**config.mk**
```make
export PLATFORM = sky130hd
export DESIGN_NAME = lob_scale
export DESIGN_NICKNAME = d
export VERILOG_FILES = /design/src/hdl/lob_pkg.sv /design/src/hdl/lob_scale.sv
export SDC_FILE = /design/constraint.sdc
export NUM_CORES = 1
export LEC_CHECK = 0
export BUFFER_PORTS_ARGS = -buffer_cell sky130_fd_sc_hd__buf_2
export CAP_MARGIN = 20
export CORE_MARGIN = 1
export CORE_UTILIZATION = 45
export DETAILED_ROUTE_END_ITERATION = 7
export GPL_TIMING_DRIVEN = 0
export PLACE_DENSITY = 0.62
export SETUP_SLACK_MARGIN = 0.3
export SLEW_MARGIN = 20
export SYNTH_ARGS = -nofsm -noshare
export SYNTH_HDL_FRONTEND = slang
export SYNTH_SLANG_ARGS = --single-unit
```
**constraint.sdc**
```tcl
create_clock -name i_clk -period 8.55 [get_ports i_clk]
set_input_delay 0.855 -clock i_clk [delete_from_list [all_inputs] [get_ports i_clk]]
set_output_delay 0.855 -clock i_clk [all_outputs]
set_load 0.005 [all_outputs]
```
**src/hdl/lob_pkg.sv**
```systemverilog
// ============================================================================
// lob_pkg
// Shared widths, constants and helpers of the look-at camera basis datapath.
// ============================================================================
package lob_pkg;

    localparam int MW          = 30;          // scaled magnitude width
    localparam int SW          = 2 * MW + 2;  // sum of three squares
    localparam int RW          = SW / 2;      // square root width
    localparam int FB          = 16;          // fraction bits of a unit component
    localparam int QW          = FB + 1;      // quotient bits
    localparam int NW          = MW + FB + 2; // dividend width
    localparam int UW          = 18;          // unit component width, Q1.16
    localparam int TW          = 48;          // first cross product width
    localparam int OUT_TDATA_W = ((9 * UW + 7) / 8) * 8;

    localparam logic signed [UW-1:0] ONE_Q16 = 18'sd65536;

    localparam logic [1:0] VIEW_NORMAL = 2'd0;
    localparam logic [1:0] VIEW_DOWN   = 2'd1;
    localparam logic [1:0] VIEW_UP     = 2'd2;

    // Q2.32 to Q1.16, round half away from zero, clamp to one.
    function automatic logic signed [UW-1:0] rnd_q16(input logic signed [2*UW:0] x);
        logic [2*UW:0]          m;
        logic [2*UW:0]          r;
        logic signed [UW-1:0]   s;
        m = x[2*UW] ? (2*UW+1)'(-x) : (2*UW+1)'(x);
        r = (m + (2*UW+1)'(32768)) >> FB;
        if (r > (2*UW+1)'(65536)) begin
            r = (2*UW+1)'(65536);
        end
        s = signed'(UW'(r));
        return x[2*UW] ? -s : s;
    endfunction

endpackage

```
**src/hdl/lob_scale.sv**
```systemverilog
// ============================================================================
// lob_scale
// Block scaling of a signed 3-vector: sign and magnitude, shared shift so the
// largest magnitude lies in [2^29, 2^30). Four register stages.
// ============================================================================
module lob_scale #(
    parameter int W   = 33,
    parameter int SBW = 8
) (
    input  logic                    i_clk,
    input  logic                    i_rst_n,
    input  logic                    i_en,
    input  logic                    i_vld,
    input  logic signed [W-1:0]     i_c [3],
    input  logic [SBW-1:0]          i_sb,
    output logic                    o_vld,
    output logic                    o_nz,
    output logic [lob_pkg::MW-1:0]  o_mag [3],
    output logic [2:0]              o_neg,
    output logic [SBW-1:0]          o_sb
);
    import lob_pkg::*;

    localparam int PW = $clog2(W);

    logic [3:0]     r_v;
    logic [W-1:0]   r_mag0 [3];
    logic [W-1:0]   r_mag1 [3];
    logic [W-1:0]   r_mag2 [3];
    logic [2:0]     r_neg0, r_neg1, r_neg2, r_neg3;
    logic [SBW-1:0] r_sb0, r_sb1, r_sb2, r_sb3;
    logic [W-1:0]   r_max;
    logic [PW-1:0]  r_pos;
    logic           r_nz2, r_nz3;
    logic [MW-1:0]  r_mag3 [3];

    logic [W-1:0]   n_max;
    logic [PW-1:0]  n_pos;
    logic [MW-1:0]  n_mag [3];

    always_comb begin
        n_max = r_mag0[0];
        if (r_mag0[1] > n_max) begin
            n_max = r_mag0[1];
        end
        if (r_mag0[2] > n_max) begin
            n_max = r_mag0[2];
        end
    end

    always_comb begin
        n_pos = '0;
        for (int b = 0; b < W; b++) begin
            if (r_max[b]) begin
                n_pos = PW'(b);
            end
        end
    end

    always_comb begin
        logic [W+MW-1:0] ext;
        for (int l = 0; l < 3; l++) begin
            ext = (W+MW)'(r_mag2[l]);
            if (int'(r_pos) >= MW - 1) begin
                ext = ext >> (int'(r_pos) - (MW - 1));
            end else begin
                ext = ext << ((MW - 1) - int'(r_pos));
            end
            n_mag[l] = ext[MW-1:0];
        end
    end

    always_ff @(posedge i_clk) begin
        if (!i_rst_n) begin
            r_v <= '0;
        end else if (i_en) begin
            r_v <= {r_v[2:0], i_vld};
        end
    end

    always_ff @(posedge i_clk) begin
        if (i_en) begin
            for (int l = 0; l < 3; l++) begin
                r_neg0[l] <= i_c[l][W-1];
                r_mag0[l] <= i_c[l][W-1] ? W'(-i_c[l]) : W'(i_c[l]);
                r_mag1[l] <= r_mag0[l];
                r_mag2[l] <= r_mag1[l];
                r_mag3[l] <= n_mag[l];
            end
            r_sb0  <= i_sb;
            r_sb1  <= r_sb0;
            r_sb2  <= r_sb1;
            r_sb3  <= r_sb2;
            r_neg1 <= r_neg0;
            r_neg2 <= r_neg1;
            r_neg3 <= r_neg2;
            r_max  <= n_max;
            r_pos  <= n_pos;
            r_nz2  <= (r_max != '0);
            r_nz3  <= r_nz2;
        end
    end

    assign o_vld = r_v[3];
    assign o_nz  = r_nz3;
    assign o_mag = r_mag3;
    assign o_neg = r_neg3;
    assign o_sb  = r_sb3;

endmodule

```
After elaboration in Yosys (flattened, before gate mapping):

Memory sizes are Yosys's and may differ from the RTL's.
Index checks and enable logic that the tools add are counted.

* register bits after elaboration: 179
* bits in writable memories: 297
* input bits: 111
* output and inout bits: 103
* logic and storage cells: 75
* memories: 3

Memory list
* r_mag0: depth 3, width 33, rd ports 3, clocked after Yosys merged registers in 0, wr ports 3, line lob_scale.sv:27 `logic [W-1:0] r_mag0 [3];`
* r_mag1: depth 3, width 33, rd ports 3, clocked after Yosys merged registers in 0, wr ports 3, line lob_scale.sv:28 `logic [W-1:0] r_mag1 [3];`
* r_mag2: depth 3, width 33, rd ports 3, clocked after Yosys merged registers in 0, wr ports 3, line lob_scale.sv:29 `logic [W-1:0] r_mag2 [3];`

* add/subtract/negate cells: 5
* order comparisons: 3
* shift-type cells: 6
* muxes and demuxes: 41
* reduce and logical (&&, ||, !) cells: 1

Operator list (number)
* $mux 6: 30
* $mux 33: 5
* $neg 33->33: 3
* $shl 33x32->30: 3
* $shr 33x32->30: 3
* $mux 30: 3
* $gt 33x33->1: 2
* $reduce_bool 33->1: 1
* $sub 5x6->7 const A: 1
* $sub 6x5->7 const B: 1
* $ge 6x5->1 const B: 1
* $mux 1: 3

Logic depth before layout (Yosys ltp):

* depth after elaboration: 31
* depth in mapped cells: 21
* depth with buffers taken out: 18

Worst setup path before layout:

OpenSTA, ideal clock, no wires.

* path type: flip-flop to flip-flop
* start point: mem r_mag0[1][20] (netlist: r_mag0[0][53])
* end point: reg r_max[10] (data pin)
* setup time: 152 ps
* data arrival time: 4904 ps
* data required time: 8398 ps
* slack: 3495 ps
* stages on the path, launching flop included: 21
* buffers on the path: 3
* clock period less this slack: 5055 ps
* cell sequence: edfxtp_1 > ha_1 > a21oi_1 > o21ai_0 > or3_1 > a211oi_1 > nor2_1 > o311ai_1 > buf_2 > mux2i_1 > ha_1 > nand4_1 > nor4_1 > nand4_1 > or4_1 > nand2_1 > o31a_1 > clkbuf_1 > buf_1 > a21oi_1 > a31oi_1

RTL lines
* start, declared: line lob_scale.sv:27
* end signal, assigned: line lob_scale.sv:97 `r_max <= n_max;`
* end, declared: line lob_scale.sv:32 `logic [W-1:0] r_max;`

==> impl_metrics.csv <==
group,metric,value,unit
run_status,status,"complete, no violations",
clocking,cts-root-buf,"clkbuf_16",
timing,finalHoldViolations,0,
floorplanning,core_area,0.0630,mm^2
floorplanning,die_width,254,um
floorplanning,io_pins,214,
cells_and_area,post-route-util,0.515,
yosys,postSynthAreaPerCell,11.3,um^2
clocking,post_cts_resized,0,
yosys,yosysUniqueCellTypes,67,
global_routing,overflow,0,
clocking,clk_pin_slew,0.07,ns
yosys,syn_area,0.0286,mm^2
clocking,clockBufferDepth,3,
yosys,syn_inst,2534,
worst_hold_path,hp-class,"flip-flop to flip-flop",
yosys,synthArstFlopShare,0,
detailed_routing,via_per_inst,6.48,
global_routing,grtUsageMet3,0.0713,
critical_path,crit_arrival,8.03,ns
global_routing,grt.busiest_layer,"met2",
yosys,synth-edff-count,472,
critical_path,start_kind,"flip-flop",
timing,setup_violations,0,
global_routing,grt_pass1_vias,22800,
clocking,clkLatencyLatePin,0.62,ns
detailed_routing,drc,0,
floorplanning,start_util,0.454,
timing,worst_pin_slew,1.15,ns
global_routing,grtUsageMet2,0.597,
clocking,cts_hold_buf,0,
cells_and_area,stdcell_area,0.0324,mm^2
clocking,cts_tree,"done",
power,power_leakage,11.9,nW
yosys,synth_nets,2719,
power,finalPower,8.60,mW
yosys,synth_warnings,0,
detailed_routing,drt-initial-drc-count,2657,
floorplanning,fp-row-count,92,
yosys,synth_top_cell_by_area,"edfxtp_1",
job,drv_cap,0,
critical_path,cp_max_fo,10,
detailed_routing,wl_per_cell,32.4,um
power,vdd_drop_max,0.000158,V
detailed_routing,drtAntennaViolNets,0,
timing,finalCritPeriodShare,0.888,
clocking,numCtsBuffers,48,
critical_path,worstSetupPathType,"flip-flop to flip-flop",
critical_path,cp.required,8.99,ns
timing,tns,0,ns
critical_path,cp-end-kind,"flip-flop",
cells_and_area,syn_to_final_growth,13.3,%
placed_design,io_buffers,213,
yosys,yosysMostFrequentCell,"edfxtp_1",
floorplanning,die_h,254,um
yosys,synth_top_cells_by_count,"edfxtp_1, nand2_1, mux2i_1",
detailed_routing,num_vias,23900,
global_routing,antenna_found_initial,4,
global_routing,grt_max_degree,113,
clocking,htree_levels,2,
critical_path,rrSetupSlack,0.96,ns
floorplanning,dieArea,0.0646,mm^2
placed_design,hpwl,96.3,mm
power,power_density,265,mW/mm^2
cells_and_area,final_nets,2988,
timing,rsz0062_at_grt,"false",
timing,post-route-min-period,7.59,ns
timing,fmax,132,MHz
detailed_routing,drtPass1Iterations,5,
cells_and_area,drive_above_1_share,0.156,
yosys,synth.top_cell.area_share,0.496,
placed_design,place_ws,0.979,ns
timing,final.setup.worst_slack,0.957,ns
yosys,ys_seq_elements,476,
timing,skew,0.0290,ns
yosys,synthTopCellsByArea,"edfxtp_1, mux4_2, mux2i_1",
clocking,cts.sinks,476,
yosys,ys_seq_area_frac,0.498,
global_routing,grt_use_total,0.368,
timing,max-slew-margin-rel,0.228,
detailed_routing,drt-total-wl,120,mm
yosys,synth_top_flop_cell,"edfxtp_1",
timing,drv_slew,0,
placed_design,placedInstanceArea,0.0309,mm^2
global_routing,grt_pass1_wl,166,mm
placed_design,routabilityCongestion,1.11,
clocking,postCtsSetupBuffers,0,
global_routing,met1_usage,0.437,
## worst paths after layout
kind	to	cells after the start	from
setup / recovery	r_max[13]$_DFFE_PP_	22	r_mag0[0][20]$_DFFE_PP_
hold / removal	r_mag2[0][88]$_DFFE_PP_	0	r_mag1[0][88]$_DFFE_PP_
setup reg to reg	r_max[13]$_DFFE_PP_	22	r_mag0[0][20]$_DFFE_PP_
hold reg to reg	r_mag2[0][88]$_DFFE_PP_	0	r_mag1[0][88]$_DFFE_PP_
## through the flow
| stage | hold WS, ns | std cells |
|---|---|---|
| after floorplan | 0.400 | 2534 |
| after global placement | 0.401 | 3593 |
| after detailed placement | 0.405 | 3599 |
| after CTS | 0.386 | 3689 |
| after global routing | 0.398 | 3689 |
| final | 0.407 | 3690 |
## placed cells by master (no fill, tap or decap), types with 28 or more instances in the layout
cell type  netlist  final
mux4_2          95     95
a31oi_1         42     42
ha_1            74     74
inv_1           56     56
buf_1           33     33
clkbuf_1       139    150
mux2_2          28     28
nand3_1         35     35
buf_2            8    220
clkbuf_16        0     48
nor3_1          35     35
mux2i_1        206    206
nor2_1         181    181
xnor2_1         89     89
o22ai_1         58     58
edfxtp_1       472    472
a211oi_1        37     37
o21ai_0        156    156
a21oi_1        176    176
nand2_1        274    274
## cell families (layout without fill, tap and decap cells)
| family | Yosys count | after routing | share of synthesized area |
|---|---|---|---|
| multiplexers | 329 | 329 | 0.158 |
| AO/OA/AOI/OAI | 652 | 652 | 0.143 |
| XOR/XNOR | 101 | 101 | 0.0309 |
| buffers and inverters | 237 | 546 | 0.0315 |
| AND/OR/NAND/NOR | 665 | 665 | 0.106 |
| other | 0 | 1 | 0 |
| adder cells (fa/ha/maj) | 74 | 74 | 0.0324 |
| flip-flops | 476 | 476 | 0.498 |
## report_power, final
part	total (mW)	switching [mW]	internal, mW
logic	3.44	2.35	1.10
registers	3.12	0.219	2.90
clock network	2.03	0.919	1.11
## metal layers
layer / vias to the layer above / routed length [um] / part of all wire
met5: - / 25 / 0.00021
met3: 463 / 9440 / 0.079
li1: 10300 / - / -
met1: 11600 / 44700 / 0.37
met2: 1556 / 54800 / 0.46
met4: 4 / 10700 / 0.089
## area by class of cell
class	count	area [um^2]
Buffer	180	687
Fill cell	5547	30600
Clock inverter	30	273
Antenna cell	1	2.50
Timing Repair Buffer	219	1220
Multi-Input combinational cell	1821	13500
Tap cell	846	1060
Clock buffer	60	1250
Inverter	57	214
Sequential cell	476	14300
## registers in the layout, summed over array words and instances, names as in the netlist, 6 cells and up
name / flops
r_pos: 6
o_sb: 8
r_mag0: 99
r_sb2: 8
r_mag1: 99
r_max: 33
r_sb0: 8
r_mag2: 99
o_mag: 90
r_sb1: 8
## worst max-delay path: stages, from the launching register on
cell and delay [ns]:
edfxtp_1 0.46, inv_1 0.07, ha_1 0.33, a21oi_1 0.17, o21ai_0 0.21, or3_1 0.49
a211oi_1 0.86, nor2_1 0.19, o311ai_2 0.33, buf_4 0.25, buf_2 0.37, mux2i_1 0.36
ha_1 0.19, nand4_1 0.14, nor4_1 0.38, nand4_1 0.27, or4_1 0.72, nand2_1 0.23
o31a_1 0.18, clkbuf_1 0.46, buf_1 0.42, a21oi_1 0.14, a31oi_1 0.19
Power figures use the tool's default switching activity.
